## config.mk

```make
export PLATFORM = sky130hd
export DESIGN_NAME = acl_csr
export DESIGN_NICKNAME = d
export VERILOG_FILES = /design/src/sv/acl_pkg.sv /design/src/sv/acl_csr.sv
export SDC_FILE = /design/constraint.sdc
export NUM_CORES = 1
export LEC_CHECK = 0
export BUFFER_PORTS_ARGS = -buffer_cell sky130_fd_sc_hd__buf_2
export CELL_PAD_IN_SITES_DETAIL_PLACEMENT = 0
export CELL_PAD_IN_SITES_GLOBAL_PLACEMENT = 1
export CORE_ASPECT_RATIO = 0.8
export CORE_MARGIN = 2
export CORE_UTILIZATION = 36
export CTS_CLUSTER_SIZE = 16
export DETAILED_ROUTE_END_ITERATION = 8
export GPL_ROUTABILITY_DRIVEN = 0
export PLACE_DENSITY = 0.76
export SYNTH_ARGS = -nofsm -noshare
export SYNTH_HDL_FRONTEND = slang
export SYNTH_SLANG_ARGS = --single-unit
```

## constraint.sdc

```tcl
create_clock -name clock -period 1.15 [get_ports clock]
set_clock_uncertainty 0.2 [all_clocks]
set_input_delay 0.115 -clock clock [delete_from_list [all_inputs] [get_ports clock]]
set_output_delay 0.115 -clock clock [all_outputs]
set_load 0.05 [all_outputs]
```

## src/sv/acl_pkg.sv

```systemverilog
// Shared types and constants for the alert cooldown limiter.
// No dependencies; imported by every module of the block.
package acl_pkg;

   localparam int ID_BITS_DEF   = 8;
   localparam int TIME_BITS_DEF = 32;
   localparam int CNT_BITS      = 16;
   localparam int ATT_BITS      = 32;
   localparam int CD_BITS       = 31;
   localparam int CSR_IDX_BITS  = 2;
   localparam int CSR_DATA_BITS = 32;

   localparam logic [CD_BITS-1:0]  COOLDOWN_RESET = 31'd60;
   localparam logic [ATT_BITS-1:0] MAX_SENDS_RESET = 32'd0;
   localparam logic                BACKEND_RESET = 1'b1;

   localparam logic OP_TICK    = 1'b0;
   localparam logic OP_TRIGGER = 1'b1;

   typedef enum logic [CSR_IDX_BITS-1:0] {
      CSR_COOLDOWN  = 2'd0,
      CSR_MAX_SENDS = 2'd1,
      CSR_BACKEND   = 2'd2
   } csr_index_type;

   typedef enum logic [1:0] {
      OUT_SENT       = 2'd0,
      OUT_SUPPRESSED = 2'd1,
      OUT_CAPPED     = 2'd2,
      OUT_FAILED     = 2'd3
   } outcome_type;

   typedef struct packed {
      logic       operation;
      logic [7:0] alert_id;
      logic       delivered;
   } req_type;

   typedef struct packed {
      outcome_type         outcome;
      logic [7:0]          result_id;
      logic [CNT_BITS-1:0] resend_count;
   } rsp_type;

   typedef struct packed {
      logic [CD_BITS-1:0]  cooldown_ticks;
      logic [ATT_BITS-1:0] max_total_sends;
      logic                backend_present;
   } cfg_type;

endpackage

```

## src/sv/acl_csr.sv

```systemverilog
// Configuration registers of the alert cooldown limiter.
// Depends on acl_pkg.
module acl_csr (
   input  logic                                clock,
   input  logic                                reset,
   input  logic                                csr_valid,
   output logic                                csr_ready,
   input  logic [acl_pkg::CSR_IDX_BITS-1:0]    csr_index,
   input  logic [acl_pkg::CSR_DATA_BITS-1:0]   csr_data,
   output acl_pkg::cfg_type                    cfg
);
   import acl_pkg::*;

   cfg_type cfg_ff;
   cfg_type cfg_in;

   always_comb begin
      cfg_in = cfg_ff;
      if (csr_valid) begin
         case (csr_index)
            CSR_COOLDOWN:  cfg_in.cooldown_ticks  = csr_data[CD_BITS-1:0];
            CSR_MAX_SENDS: cfg_in.max_total_sends = csr_data[ATT_BITS-1:0];
            CSR_BACKEND:   cfg_in.backend_present = csr_data[0];
            default:       cfg_in = cfg_ff;
         endcase
      end
   end

   always_ff @(posedge clock) begin
      if (reset) begin
         cfg_ff.cooldown_ticks  <= COOLDOWN_RESET;
         cfg_ff.max_total_sends <= MAX_SENDS_RESET;
         cfg_ff.backend_present <= BACKEND_RESET;
      end else begin
         cfg_ff <= cfg_in;
      end
   end

   assign csr_ready = 1'b1;
   assign cfg       = cfg_ff;

endmodule

```

==> flow_summary.json, run 1 <==
{
  "drv_slew": 0,
  "cpMaxStageDelayCell": "dfxtp_2",
  "multi_input_area_mm2": 0.00130,
  "setup_ws_ns": -0.00563,
  "synth_xor_area_share_pct": 0,
  "drt-pass1-iter-count": 4,
  "clk_latency_ns": 0.33,
  "synth_seq_area_share_pct": 47.5,
  "min_path_type": "in -> reg",
  "crit_family": "flip-flops",
  "root_buffer": "clkbuf_8",
  "cts_sinks": 64,
  "finalSetupViolCount": 2,
  "clock_path_buffers": 2,
  "cts_max_level": 3,
  "timing_hold_violations_final": 0,
  "cp-end-kind": "output pin",
  "syn2layout_area_growth_pct": 73.0,
  "synth_top_family_by_area": "simple AND/OR/NAND/NOR gates",
  "drt-initial-drc-count": 59,
  "nFillCells": 587,
  "synth_compound_area_share_pct": 0,
  "fmax_ghz": 0.865,
  "critPathKind": "reg -> out",
  "power.density_mw_per_mm2": 1060,
  "grt_pass1_wl_um": 10700,
  "max-cap-violations": 0,
  "cp.arrival_ns": 0.84,
  "fin_tns_setup_ns": -0.00573,
  "synth_top_cell_by_area": "dfxtp_1",
  "syn-instance-count": 255,
  "synth_area_mm2": 0.00270,
  "synth.area.mux_share_pct": 23.8,
  "rows": 28,
  "wl_per_cell_um": 13.3,
  "portBuffers": 100,
  "grt_usage_pct": 17.0,
  "cp_data_required_time_ns": 0.83,
  "violations": "setup timing",
  "avgViaCountPerCell": 4.44,
  "antenna_cells": 0,
  "grt_setup_unrepaired": "true",
  "initial_core_util_pct": 36.8,
  "grt_pass1_vias": 2295,
  "wirelength_um": 6740,
  "worstSetupStartpointType": "flop",
  "syn_avg_cell_area_um2": 10.6,
  "holdPathStages": 4,
  "die_y_um": 81.4,
  "synthTopCellsByArea": "dfxtp_1 48%, mux2i_1 24%, nand2b_1 21%",
  "period_minus_slack_ns": 1.16,
  "crit_cells": 1,
  "status": "complete, but fails checks",
  "cts_tree": "built",
  "cts_buffers": 9,
  "antenna_found_initial": 0,
  "grt_max_degree": 50,
  "crit_buf_inv": 1,
  "largest_register_ffs": 64,
  "ys_ff_latch": 64,
  "syn_nets": 292,
  "max_stage_delay_ns": 0.36,
  "cp_max_fo": 2,
  "register_area_mm2": 0.00136,
  "fin_nets": 450,
  "dieArea_mm2": 0.00820,
  "ant_nets": 0,
  "via_count": 2244,
  "synthDominantCellAreaShare_pct": 47.5,
  "grt-ovfl-total": 0,
  "yosysUniqueCellTypes": 13,
  "synthSimpleGateAreaFrac_pct": 24.2,
  "die_w_um": 101,
  "yosysWarnings": 0,
  "core-area_mm2": 0.00732,
  "vdd_ir_drop_max_v": 0.000548,
  "pin_count": 102,
  "leakage_uw": 0.00209,
  "path_clk_slew_ns": 0.07,
  "drc": 0,
  "utilization_pct": 63.7,
  "reg2reg_depth": 4,
  "finalCritPeriodShare_pct": 100,
  "synth_fa_ha_area_share_pct": 0,
  "drive_gt1_share_pct": 50.8,
  "path_cells": "buf_8",
  "dp_hpwl_um": 4080
}
-- per-stage QoR --
step / std cells / cell area [um2] / power, uW / hold WS, ns / setup slack [ns]
finish: 505 / 4670 / 4940 / 0.0735 / -0.00563
global route: 505 / 4670 / 5170 / 0.0814 / -0.0472
CTS: 496 / 4510 / 4980 / 0.0583 / -0.0258
detailed placement: 436 / 3320 / 3130 / 0.184 / -0.131
global placement: 436 / 3320 / 3120 / 0.185 / -0.0842
floorplan: 255 / 2700 / 2920 / 0.0703 / 0.0613
-- cells in the mapped netlist --
| library cell | n |
|---|---|
| and3b_1 | 1 |
| buf_2 | 5 |
| buf_4 | 2 |
| buf_6 | 4 |
| clkbuf_1 | 9 |
| conb_1 | 1 |
| dfxtp_1 | 64 |
| mux2i_1 | 64 |
| nand2b_1 | 91 |
| nand3b_1 | 2 |
| nor2_1 | 10 |
| nor3b_2 | 1 |
| or3b_1 | 1 |
-- cell type report --
type / count / share of cell area, %
flip-flops and latches: 64 / 29.2
clock inverters: 4 / 0.536
well taps: 90 / 2.41
multi-input cells: 171 / 27.9
clock buffers: 9 / 2.65
repair buffers: 167 / 37.3
-- power breakdown --
part	total (uW)	switching [uW]	internal, uW
clock network	1540	800	736
logic	1020	510	511
registers	2380	71.0	2310
-- routing by layer --
| layer | up-vias | share of wire [%] | GRT usage [%] |
|---|---|---|---|
| li1 | 1135 | - | - |
| met1 | 1043 | 43 | 18.8 |
| met2 | 57 | 52 | 30.5 |
| met3 | 9 | 4.1 | 4.91 |
| met4 | 0 | 1.3 | 7.26 |
| met5 | - | 0 | 0 |
-- worst register-to-register path: cells and delay by family (launching register included) --
family | cells | cell delay [ns]
flops | 1 | 0.33
buf+inv | 2 | 0.24
mux | 1 | 0.06
simple gates | 1 | 0.05
-- repair_timing --
action | in CTS | in global routing
setup endpoints to repair | 64 | 64
hold buffers | 34 | 0
endpoints found under the hold margin | 64 | 0
setup buffers | 13 | 9
resized for setup | 225 | 24
-- logic make-up after synthesis --
group | Yosys count
buffers and inverters | 20
flip-flops | 64
multiplexers | 64
other | 1
AND/OR/NAND/NOR | 106
-- final timing paths --
path | from | end | slack [ns]
worst max register to register | cfg[61] | cfg[61] | 0.15
worst min-delay path | csr_valid | cfg[0] | 0.07
worst min register to register | cfg[58] | cfg[58] | 0.28
worst max-delay path | cfg[9] | cfg[9] | -0.006
-- layout by cell type, fill, tap and decap left out, drive strengths merged --
master       instances
nor3b                1
or3b                 1
dlygate4sd3         34
clkinvlp             2
and3b                1
nor2                10
nand2b              91
dfxtp               64
clkinv               2
nand3b               2
conb                 1
clkbuf               9
buf                133
mux2i               64
Power figures use the tool's default switching activity.
==> run 2: changes to the inputs <==
Settings changed: ABC_AREA set to 1, CORE_UTILIZATION 36 to 33, PLACE_DENSITY 0.76 to 0.77.
==> flow_summary.json, run 2 <==
{
  "drv_slew": 0,
  "cts_buffers": 9,
  "core-area_mm2": 0.00798,
  "die_w_um": 106,
  "grt-ovfl-total": 0,
  "portBuffers": 100,
  "clock_path_buffers": 2,
  "yosysUniqueCellTypes": 16,
  "max_stage_delay_ns": 0.36,
  "syn2layout_area_growth_pct": 76.3,
  "drt-initial-drc-count": 79,
  "drive_gt1_share_pct": 36.9,
  "crit_family": "flip-flops",
  "cpMaxStageDelayCell": "dfxtp_2",
  "path_clk_slew_ns": 0.07,
  "cp-end-kind": "output pin",
  "path_cells": "buf_8",
  "cts_sinks": 64,
  "finalNonFillerCells": 667,
  "die_y_um": 85.5,
  "drc": 0,
  "grt_usage_pct": 17.6,
  "initial_core_util_pct": 34.4,
  "synthDominantCellAreaShare_pct": 46.7,
  "dieArea_mm2": 0.00906,
  "ys_async_sr_fraction_pct": 0,
  "synth_seq_area_share_pct": 46.7,
  "grt_setup_unrepaired": "true",
  "cts_tree": "built",
  "dp_hpwl_um": 4680,
  "ys_ff_latch": 64,
  "setup_ws_ns": -0.0176,
  "drt-pass1-iter-count": 4,
  "max-cap-violations": 0,
  "yosysMostFrequentCell": "nand2_1",
  "syn-instance-count": 408,
  "worstSetupStartpointType": "flop",
  "synth_area_mm2": 0.00274,
  "grt_max_degree": 35,
  "grt_pass1_vias": 2657,
  "grt_pass1_wl_um": 12600,
  "cp_max_fo": 2,
  "power.density_mw_per_mm2": 1250,
  "yosysWarnings": 0,
  "syn_avg_cell_area_um2": 6.72,
  "mostFrequentLayoutCell": "nand2_1",
  "utilization_pct": 60.6,
  "period_minus_slack_ns": 1.17,
  "cp_data_required_time_ns": 0.83,
  "finalCritPeriodShare_pct": 102,
  "antenna_cells": 0,
  "syn_nets": 445,
  "fin_nets": 591,
  "cts_max_level": 3,
  "largest_register_ffs": 64,
  "holdWs_ns": 0.0925,
  "wirelength_um": 8160,
  "root_buffer": "clkbuf_8",
  "finalInstanceArea_mm2": 0.00484,
  "finalSetupViolCount": 38,
  "critPathKind": "reg -> out",
  "timing_hold_violations_final": 0,
  "dp.cells": 603,
  "status": "complete, but fails checks",
  "vdd_ir_drop_max_v": 0.000565,
  "synth_commonest_cells": "97 x nand2_1, 91 x nor2_1, 64 x dfxtp_1",
  "fin_tns_setup_ns": -0.237,
  "avgViaCountPerCell": 4.28,
  "crit_buf_inv": 1,
  "cp.arrival_ns": 0.85,
  "clk_latency_ns": 0.34,
  "violations": "setup timing",
  "dpl_cell_area_mm2": 0.00340,
  "antenna_found_initial": 0,
  "final_cell_mix": "97 x nand2_1, 90 x nor2_1, 64 x dfxtp_2",
  "fmax_ghz": 0.856,
  "wl_per_cell_um": 12.2,
  "via_count": 2854,
  "rows": 29,
  "leakage_uw": 0.00246,
  "ys.flop_type": "dfxtp_1",
  "min_path_type": "in -> reg",
  "synthTopCellsByArea": "dfxtp_1 47%, nand2_1 13%, nor2_1 12%",
  "pin_count": 102,
  "synth_edf_count": 0,
  "synth_top_cell_by_area": "dfxtp_1",
  "ant_nets": 0
}
## run 2: cell count changes after synthesis, moves of 6 or more
| cell | previous run | this run |
|---|---|---|
| mux2i_1 | 64 | 0 |
| inv_1 | 0 | 61 |
| nor2_1 | 10 | 91 |
| nand3_1 | 0 | 37 |
| nand2_1 | 0 | 97 |
| buf_2 | 5 | 11 |
| nand2b_1 | 91 | 0 |
| a21oi_1 | 0 | 27 |
## run 2: layout make-up
cell class	instances	area [um2]
fill	730	3150
clock inverter	3	65.1
sequential	64	1360
tap	108	135
inverter	62	240
clock buffer	13	149
multi-input combinational	256	1070
timing repair buffer	161	1820
## run 2: worst paths after layout
path | from | end | slack (ns) | cells after the start
worst min register to register | cfg[0] | cfg[0] | 0.28 | 2
worst max register to register | cfg[21] | cfg[21] | 0.19 | 5
worst min-delay path | csr_index[1] | cfg[35] | 0.09 | 5
worst max-delay path | cfg[39] | cfg[39] | -0.02 | 1
## run 2: metal layers
| layer | GRT usage (%) | vias up | routed length, um |
|---|---|---|---|
| met2 | 29.8 | 75 | 3950 |
| met1 | 21.0 | 1260 | 3610 |
| li1 | - | 1509 | - |
| met4 | 6.10 | 0 | 93 |
| met5 | 0 | - | 0 |
| met3 | 6.08 | 10 | 502 |
## run 2: power by group
group          leakage (uW)  internal [uW]  switching (uW)
sequential         0.000547           2360             104
combinational       0.00180            636             808
clock              0.000108           1280             875
## run 2: cells by family after synthesis
| group | synth area share, % |
|---|---|
| other cells | 0.137 |
| simple gates | 33.8 |
| buf+inv | 14.5 |
| compound gates | 4.93 |
| flops | 46.7 |
## run 2: tightest hold or removal path, stage by stage
cell and delay [ns]:
buf_2 0.12, nor2_4 0.06, buf_12 0.15, nand3_1 0.07
nand3_1 0.07
## run 2: repair_timing
action / CTS / global route
hold buffers: 36 / 0
resized for setup: 233 / 20
hold endpoints to repair: 64 / 0
setup buffers: 2 / 7
cloned: 0 / 4
endpoints found under the setup margin: 64 / 119
pin swaps: 0 / 1
## run 2: metrics by stage
step | total power, uW | setup WS [ns]
6_report | 6060 | -0.0176
5_1_grt | 6370 | -0.0664
4_1_cts | 6010 | -0.0353
3_5_place_dp | 3500 | -0.0447
3_3_place_gp | 3490 | -0.0120
2_1_floorplan | 3200 | 0.0216
