==> src/sv/acl_pkg.sv <==
// Shared types and constants for the alert cooldown limiter.
// No dependencies; imported by every module of the block.
package acl_pkg;

   localparam int ID_BITS_DEF   = 8;
   localparam int TIME_BITS_DEF = 32;
   localparam int CNT_BITS      = 16;
   localparam int ATT_BITS      = 32;
   localparam int CD_BITS       = 31;
   localparam int CSR_IDX_BITS  = 2;
   localparam int CSR_DATA_BITS = 32;

   localparam logic [CD_BITS-1:0]  COOLDOWN_RESET = 31'd60;
   localparam logic [ATT_BITS-1:0] MAX_SENDS_RESET = 32'd0;
   localparam logic                BACKEND_RESET = 1'b1;

   localparam logic OP_TICK    = 1'b0;
   localparam logic OP_TRIGGER = 1'b1;

   typedef enum logic [CSR_IDX_BITS-1:0] {
      CSR_COOLDOWN  = 2'd0,
      CSR_MAX_SENDS = 2'd1,
      CSR_BACKEND   = 2'd2
   } csr_index_type;

   typedef enum logic [1:0] {
      OUT_SENT       = 2'd0,
      OUT_SUPPRESSED = 2'd1,
      OUT_CAPPED     = 2'd2,
      OUT_FAILED     = 2'd3
   } outcome_type;

   typedef struct packed {
      logic       operation;
      logic [7:0] alert_id;
      logic       delivered;
   } req_type;

   typedef struct packed {
      outcome_type         outcome;
      logic [7:0]          result_id;
      logic [CNT_BITS-1:0] resend_count;
   } rsp_type;

   typedef struct packed {
      logic [CD_BITS-1:0]  cooldown_ticks;
      logic [ATT_BITS-1:0] max_total_sends;
      logic                backend_present;
   } cfg_type;

endpackage

==> src/sv/acl_core.sv <==
// Decision stage: valid bits, time and attempt counters, outcome and result word.
// Depends on acl_pkg; pairs with acl_table for per-id history.
module acl_core #(
   parameter int ID_BITS   = acl_pkg::ID_BITS_DEF,
   parameter int TIME_BITS = acl_pkg::TIME_BITS_DEF
) (
   input  logic                          clock,
   input  logic                          reset,
   input  logic                          item_valid,
   input  acl_pkg::req_type              item,
   input  acl_pkg::cfg_type              cfg,
   input  logic [TIME_BITS-1:0]          rd_time,
   input  logic [acl_pkg::CNT_BITS-1:0]  rd_count,
   output logic                          wr_en,
   output logic [ID_BITS-1:0]            wr_addr,
   output logic [TIME_BITS-1:0]          wr_time,
   output logic [acl_pkg::CNT_BITS-1:0]  wr_count,
   output logic                          rsp_strobe,
   output acl_pkg::rsp_type              rsp_data
);
   import acl_pkg::*;

   localparam int DEPTH    = 1 << ID_BITS;
   localparam int CMP_BITS = (TIME_BITS > CD_BITS) ? TIME_BITS : CD_BITS;

   logic                  s_valid_ff;
   req_type               s_item_ff;
   logic [DEPTH-1:0]      valid_ff;
   logic [DEPTH-1:0]      valid_in;
   logic [TIME_BITS-1:0]  now_ff;
   logic [TIME_BITS-1:0]  now_in;
   logic [ATT_BITS-1:0]   att_ff;
   logic [ATT_BITS-1:0]   att_in;
   logic                  strobe_ff;
   logic                  strobe_in;
   rsp_type               rsp_ff;
   rsp_type               rsp_in;

   logic [ID_BITS-1:0]    idx;
   logic                  is_trig;
   logic                  is_tick;
   logic                  hit;
   logic [TIME_BITS-1:0]  elapsed;
   logic                  suppressed;
   logic [CNT_BITS-1:0]   next_count;
   logic                  cap_on;
   logic                  blocked;
   logic                  failed;
   logic                  sent;

   always_comb begin
      idx        = ID_BITS'(s_item_ff.alert_id);
      is_trig    = s_valid_ff && (s_item_ff.operation == OP_TRIGGER);
      is_tick    = s_valid_ff && (s_item_ff.operation == OP_TICK);
      hit        = valid_ff[idx];
      elapsed    = now_ff - rd_time;
      suppressed = hit && (CMP_BITS'(elapsed) <= CMP_BITS'(cfg.cooldown_ticks));
      if (!hit) begin
         next_count = '0;
      end else if (rd_count == '1) begin
         next_count = rd_count;
      end else begin
         next_count = rd_count + CNT_BITS'(1);
      end
      cap_on  = (cfg.max_total_sends != '0);
      blocked = cap_on && (att_ff >= cfg.max_total_sends);
      failed  = !blocked && cfg.backend_present && !s_item_ff.delivered;
      sent    = is_trig && !suppressed && !blocked && !failed;

      now_in = is_tick ? now_ff + TIME_BITS'(1) : now_ff;

      att_in = att_ff;
      if (is_trig && !suppressed && cap_on && (att_ff != '1)) begin
         att_in = att_ff + ATT_BITS'(1);
      end

      valid_in = valid_ff;
      if (sent) begin
         valid_in[idx] = 1'b1;
      end

      strobe_in           = is_trig;
      rsp_in.result_id    = s_item_ff.alert_id;
      rsp_in.resend_count = sent ? next_count : '0;
      if (suppressed) begin
         rsp_in.outcome = OUT_SUPPRESSED;
      end else if (blocked) begin
         rsp_in.outcome = OUT_CAPPED;
      end else if (failed) begin
         rsp_in.outcome = OUT_FAILED;
      end else begin
         rsp_in.outcome = OUT_SENT;
      end
   end

   always_ff @(posedge clock) begin
      if (reset) begin
         s_valid_ff <= 1'b0;
         valid_ff   <= '0;
         now_ff     <= '0;
         att_ff     <= '0;
         strobe_ff  <= 1'b0;
      end else begin
         s_valid_ff <= item_valid;
         valid_ff   <= valid_in;
         now_ff     <= now_in;
         att_ff     <= att_in;
         strobe_ff  <= strobe_in;
      end
   end

   always_ff @(posedge clock) begin
      s_item_ff <= item;
      rsp_ff    <= rsp_in;
   end

   assign wr_en      = sent;
   assign wr_addr    = idx;
   assign wr_time    = now_ff;
   assign wr_count   = next_count;
   assign rsp_strobe = strobe_ff;
   assign rsp_data   = rsp_ff;

endmodule

==> config.mk <==
export PLATFORM = sky130hd
export DESIGN_NAME = acl_core
export DESIGN_NICKNAME = d
export VERILOG_FILES = /design/src/sv/acl_pkg.sv /design/src/sv/acl_core.sv
export SDC_FILE = /design/constraint.sdc
export NUM_CORES = 1
export LEC_CHECK = 0
export ABC_AREA = 1
export BUFFER_PORTS_ARGS = -buffer_cell sky130_fd_sc_hd__buf_2
export CAP_MARGIN = 20
export CORE_MARGIN = 2
export CORE_UTILIZATION = 35
export CTS_BUF_LIST = sky130_fd_sc_hd__clkbuf_4 sky130_fd_sc_hd__clkbuf_8 sky130_fd_sc_hd__clkbuf_16
export DETAILED_ROUTE_END_ITERATION = 6
export HOLD_SLACK_MARGIN = 0.02
export SYNTH_ARGS = -nofsm -noshare
export SYNTH_HDL_FRONTEND = slang
export SYNTH_SLANG_ARGS = --single-unit
==> constraint.sdc <==
create_clock -name clock -period 5.3 [get_ports clock]
set_clock_uncertainty 0.05 [all_clocks]
set_input_delay 0.265 -clock clock [delete_from_list [all_inputs] [get_ports clock]]
set_output_delay 0.265 -clock clock [all_outputs]
set_load 0.01 [all_outputs]
==> results.yml, run 1 <==
global_routing:
  antenna_found_initial: 0
  grt_pass1_wl_um: 107000
  grt_max_degree: 187
  grt_pass1_vias: 19907
  track_usage: 0.197
  grt_remaining_overflow: 0
yosys:
  netlist_top_cells_count: "nand2_1 (681), inv_1 (513), nor2_1 (485)"
  ys_top_cells_by_area: "dfxtp_1 (32%), nand2_1 (11%), inv_1 (8.5%)"
  ys_warn_count: 0
  syn_avg_cell_area_um2: 6.71
  synth_top_area_cell: "dfxtp_1"
  synth.distinct_cells: 50
  synthArstFlopShare: 0
  synth_edf_count: 0
  synth-seq-cells: 358
  synth_ff_type: "dfxtp_1"
  synth_top_area_frac: 0.318
  seq_area_frac_synth: 0.318
  netlist_area_um2: 22500
  syn_nets: 3579
  synthCells: 3356
  synth_most_common_cell: "nand2_1"
sta:
  maxSlewViolCount: 0
  slew_headroom: 0.218
  fmaxAchievable_mhz: 206
  fin_ws_ps: 444
  min_period_ps: 4860
  tns_ps: 0
  worstMarginPinSlew_ps: 1170
  finalHoldViolCount: 0
  hold_slack_ps: 56.9
  setup_violations: 0
  fin_crit_sh: 0.916
clocking:
  cts_sinks: 358
  cts_root_buf: "clkbuf_16"
  clkLatencyLatePin_ps: 570
  cts_max_level: 2
  clockBufferDepth: 3
  numCtsBuffers: 45
  path_clk_slew_ps: 60
  cts_tree: "built"
floorplan:
  ios: 209
  die-area_um2: 66400
  die_x_um: 258
  rows: 92
  die_y_um: 258
  initial_core_util: 0.356
  coreArea_um2: 63300
finish:
  fin_cells: 4365
  diodes: 0
  drive_gt1_frac: 0.162
  syn2layout_area_growth_pct: 13.5
  nets: 3712
power_and_ir_drop:
  power_leakage_uw: 0.0101
  ir_drop_mv: 0.184
  power_density_nw_per_um2: 247
critical_path:
  worstSetupStartpointType: "register"
  cp.required_ps: 4990
  crit_top_cell: "nand2_1"
  slowest_delay_ps: 360
  cp_top_family: "simple AND/OR/NAND/NOR gates"
  worstSetupEndpointType: "output pin"
  crit_fanout: 4
  crit_type: "register to output pin"
  worstPathArrival_ps: 4540
  path_buf_inv: 5
  critPathSlowestCell: "fa_2"
detailed_routing:
  dr.pass1.iters: 5
  detail_route.vias_per_cell: 4.87
  wl_um: 67400
  wl_per_cell_um: 15.4
  drc: 0
  drt_iter0_drc: 1547
  antenna_left: 0
  vias: 21245
placement:
  dp_worst_setup_slack_ps: 145
  io_buffers: 208
  hpwl_um: 43400
  place_congestion: 0.960
  placed_cells: 4268
min_path:
  hold_path.class: "input pin to register"
run_status:
  status: "finished clean"
run:
  maxCapViolations: 0
[final timing paths]
check,startpoint,endpoint,slack [ps],cells after the start
setup reg to reg,wr_time[0],valid_ff[231],480,33
setup / recovery,wr_time[0],wr_en,440,32
hold reg to reg,valid_ff[214],valid_ff[214],400,2
hold / removal,rd_count[15],rsp_data[15],60,3
[what timing repair did]
item / CTS / global route
endpoints found under the setup margin: 1 / 162
buffers inserted: 0 / 5
gates cloned: 0 / 1
hold endpoints to repair: 12 / 0
gates resized for setup: 5 / 12
pin swaps: 0 / 6
hold buffers: 12 / 0
[cells by family (layout without fill, tap and decap cells)]
logic type,after synthesis,count (layout),synth area share
AO/OA/AOI/OAI,552,552,0.128
XOR/XNOR,48,48,0.0187
flip-flops,358,358,0.318
buffers and inverters,706,869,0.143
AND/OR/NAND/NOR,1593,1593,0.337
multiplexers,1,1,0.000444
adder cells (fa/ha/maj),98,98,0.0548
[final cells by class]
type                       instances  area [um2]
tap                              846        1060
clock buffer                      66        1350
timing repair buffer             275        1760
inverter                         517        1950
clock inverter                    11        86.3
fill                            6855       37700
sequential                       358        7170
multi-input combinational       2292       12200
[cell usage in the layout (no fill, tap or decap), types with 10 or more instances in the layout]
cell	count
o21ai_0	137
dlygate4sd3_1	12
clkbuf_16	46
a21oi_2	15
nor3_1	44
nand3_2	192
a21oi_1	353
clkbuf_8	11
xor2_1	36
o21ai_1	21
inv_1	512
ha_1	97
clkbuf_4	10
dfxtp_1	355
nor2_1	481
nor4_1	17
nand3_1	109
xnor2_1	12
buf_2	207
buf_4	43
nand4_1	48
nand2_1	680
[registers in the layout, summed over array words and instances, names as in the netlist]
signal / count
valid_ff: 256
wr_addr: 8
s_valid_ff: 1
wr_time: 32
s_item_ff: 2
att_ff: 32
rsp_strobe: 1
rsp_data: 26
[metal layers]
layer | track usage | up-vias | routed length, um
met5 | 0 | - | 0
met4 | 0.0668 | 0 | 2010
met3 | 0.0280 | 128 | 3730
met2 | 0.324 | 531 | 30200
met1 | 0.264 | 9704 | 31400
li1 | - | 10882 | -
[stage by stage]
step | power [uW] | cell area [um2] | utilization
after floorplan | 3150 | 22500 | -
after global placement | 3330 | 23800 | 0.377
after detailed placement | 3330 | 23800 | 0.377
after CTS | 6380 | 25400 | 0.402
after global routing | 6540 | 25600 | 0.404
final | 6310 | 25600 | 0.404
[power by group]
part	switching, uW	internal, uW
logic	410	160
registers	15.7	2700
clock network	1210	1810
total	1640	4670
[tightest hold or removal path: cells and delay by family]
kind | cells | cell delay (ps)
simple gates | 1 | 160
compound gates | 1 | 100
buf+inv | 1 | 90
Note: power is estimated with default switching activity, not from simulation.
==> run 2, diff against run 1 <==
--- a/config.mk
+++ b/config.mk
@@ -9,10 +9,12 @@
 export BUFFER_PORTS_ARGS = -buffer_cell sky130_fd_sc_hd__buf_2
 export CAP_MARGIN = 20
 export CORE_MARGIN = 2
-export CORE_UTILIZATION = 35
+export CORE_UTILIZATION = 61
 export CTS_BUF_LIST = sky130_fd_sc_hd__clkbuf_4 sky130_fd_sc_hd__clkbuf_8 sky130_fd_sc_hd__clkbuf_16
+export CTS_CLUSTER_SIZE = 28
 export DETAILED_ROUTE_END_ITERATION = 6
 export HOLD_SLACK_MARGIN = 0.02
+export PLACE_DENSITY = 0.82
 export SYNTH_ARGS = -nofsm -noshare
 export SYNTH_HDL_FRONTEND = slang
 export SYNTH_SLANG_ARGS = --single-unit
==> run 2 against run 1 <==
  * Clock-buffer cell count decreased by 11
  * Wire length shrank 7.8%
  * Setup slack worse by 180 ps
  * Sequential power is essentially flat
  * Fmax is 3.6% lower
  * Final cell count is 9.6% lower
  * Die area down 42%
  * Sequential share of layout area is 1.1 points higher
  * Non-clock buffer count shrank 32
  * Flip-flop and latch count did not move
  * Core utilization grew 27 points
  * Critical endpoint unchanged
  * Largest cell class unchanged
==> results.yml, run 2 (synthesis results as in run 1) <==
placement:
  io_buffers: 208
  dp_worst_setup_slack_ps: 94.7
  hpwl_um: 40100
  place_congestion: 0.917
critical_path:
  worstSetupStartpointType: "register"
  worstPathArrival_ps: 4720
  worstSetupEndpointType: "output pin"
  crit_top_cell: "nand2_1"
  cp.required_ps: 4990
  slowest_delay_ps: 380
  critPathSlowestCell: "fa_2"
  crit_fanout: 9
  crit_type: "register to output pin"
  rrSetupSlack_ps: 350
run:
  maxCapViolations: 0
finish:
  final_common_cell: "nand2_1"
  top_register: "valid_ff"
  syn2layout_area_growth_pct: 9.26
  fillers: 3153
  drive_gt1_frac: 0.152
  diodes: 0
  nets: 3675
  fin_util: 0.674
  largest_register_ffs: 256
  most-common-layout-cells: "nand2_1 (679), inv_1 (512), nor2_1 (483)"
clocking:
  cts_root_buf: "clkbuf_16"
  cts_sinks: 358
  clockBufferDepth: 3
  cts_max_level: 2
  clkLatencyLatePin_ps: 540
  path_clk_slew_ps: 60
  cts_tree: "built"
  numCtsBuffers: 40
power_and_ir_drop:
  ir_drop_mv: 0.265
  power_leakage_uw: 0.00979
  power_density_nw_per_um2: 241
  total_power_uw: 5920
global_routing:
  grt_pass1_wl_um: 101000
  grt_max_degree: 193
  grt_pass1_vias: 20802
  grt_remaining_overflow: 0
  antenna_found_initial: 0
  track_usage: 0.315
sta:
  slew_headroom: 0.243
  setup_violations: 0
  finalHoldViolCount: 0
  fmaxAchievable_mhz: 199
  fin_crit_sh: 0.950
  min_period_ps: 5040
  worstMarginPinSlew_ps: 1130
  fin_ws_ps: 265
  maxSlewViolCount: 0
  hold_slack_ps: 75.7
floorplan:
  coreArea_um2: 36500
  die_x_um: 196
  rows: 70
  die_y_um: 196
  initial_core_util: 0.617
  die-area_um2: 38500
  ios: 209
run_status:
  status: "finished clean"
detailed_routing:
  dr.pass1.iters: 6
  drt_iter0_drc: 2027
  detail_route.vias_per_cell: 5.55
  wl_um: 62200
  drc: 0
  vias: 21885
  wl_per_cell_um: 15.8
  antenna_left: 0
min_path:
  hold_path.class: "input pin to register"
==> run 2: metal layers <==
layer / vias to the layer above / routed length (um) / global-route usage / part of all wire
met5: - / 0 / 0 / 0
met4: 0 / 1970 / 0.121 / 0.032
met3: 158 / 4700 / 0.0411 / 0.076
met2: 892 / 29500 / 0.546 / 0.48
met1: 10034 / 26000 / 0.398 / 0.42
li1: 10801 / - / - / -
==> run 2: stage by stage <==
| step | cell area (um2) | TNS (ps) | instances |
|---|---|---|---|
| after floorplan | 22500 | 0 | 3356 |
| after global placement | 23200 | 0 | 3864 |
| after detailed placement | 23200 | 0 | 3864 |
| after CTS | 24600 | 0 | 3943 |
| after global routing | 24600 | -204 | 3946 |
| final | 24600 | 0 | 3946 |
==> run 2: worst max-delay path, delay by kind of cell, from the launching register on <==
family          cells  cell delay [ps]
buf+inv             4              390
compound gates      3              590
fa+ha+maj           3              870
simple gates       20             1900
flops               1              350
xor+xnor            1               70
==> run 2: layout make-up <==
cell class	count	area, um2	share of cell area
clock inverters	13	93.8	0.00381
inverters	517	1950	0.0794
well taps	468	586	0.0238
clock buffers	55	1170	0.0475
repair buffers	243	1450	0.0590
multi-input cells	2292	12200	0.495
flip-flops and latches	358	7170	0.292
==> run 2: path summary, 6_finish.rpt <==
check                   to  depth (start not counted)         from
max reg2reg  valid_ff[218]                         31   wr_time[0]
min            rsp_data[6]                          3  rd_count[6]
min reg2reg   rsp_data[17]                          0   wr_addr[1]
max                  wr_en                         31   wr_time[0]
==> run 2: what timing repair did <==
| item | 4_1_cts | 5_1_grt |
|---|---|---|
| resized for setup | 3 | 14 |
| setup buffers | 0 | 3 |
| endpoints found under the hold margin | 11 | 0 |
| pin swaps | 0 | 6 |
| hold buffers | 11 | 0 |
| setup endpoints to repair | 1 | 132 |
==> run 2: power by group <==
part           switching, uW  total [uW]  leakage, uW  internal, uW
Sequential              15.6        2720      0.00289          2700
Clock                   1120        2660     0.000631          1550
Combinational            393         541      0.00627           148
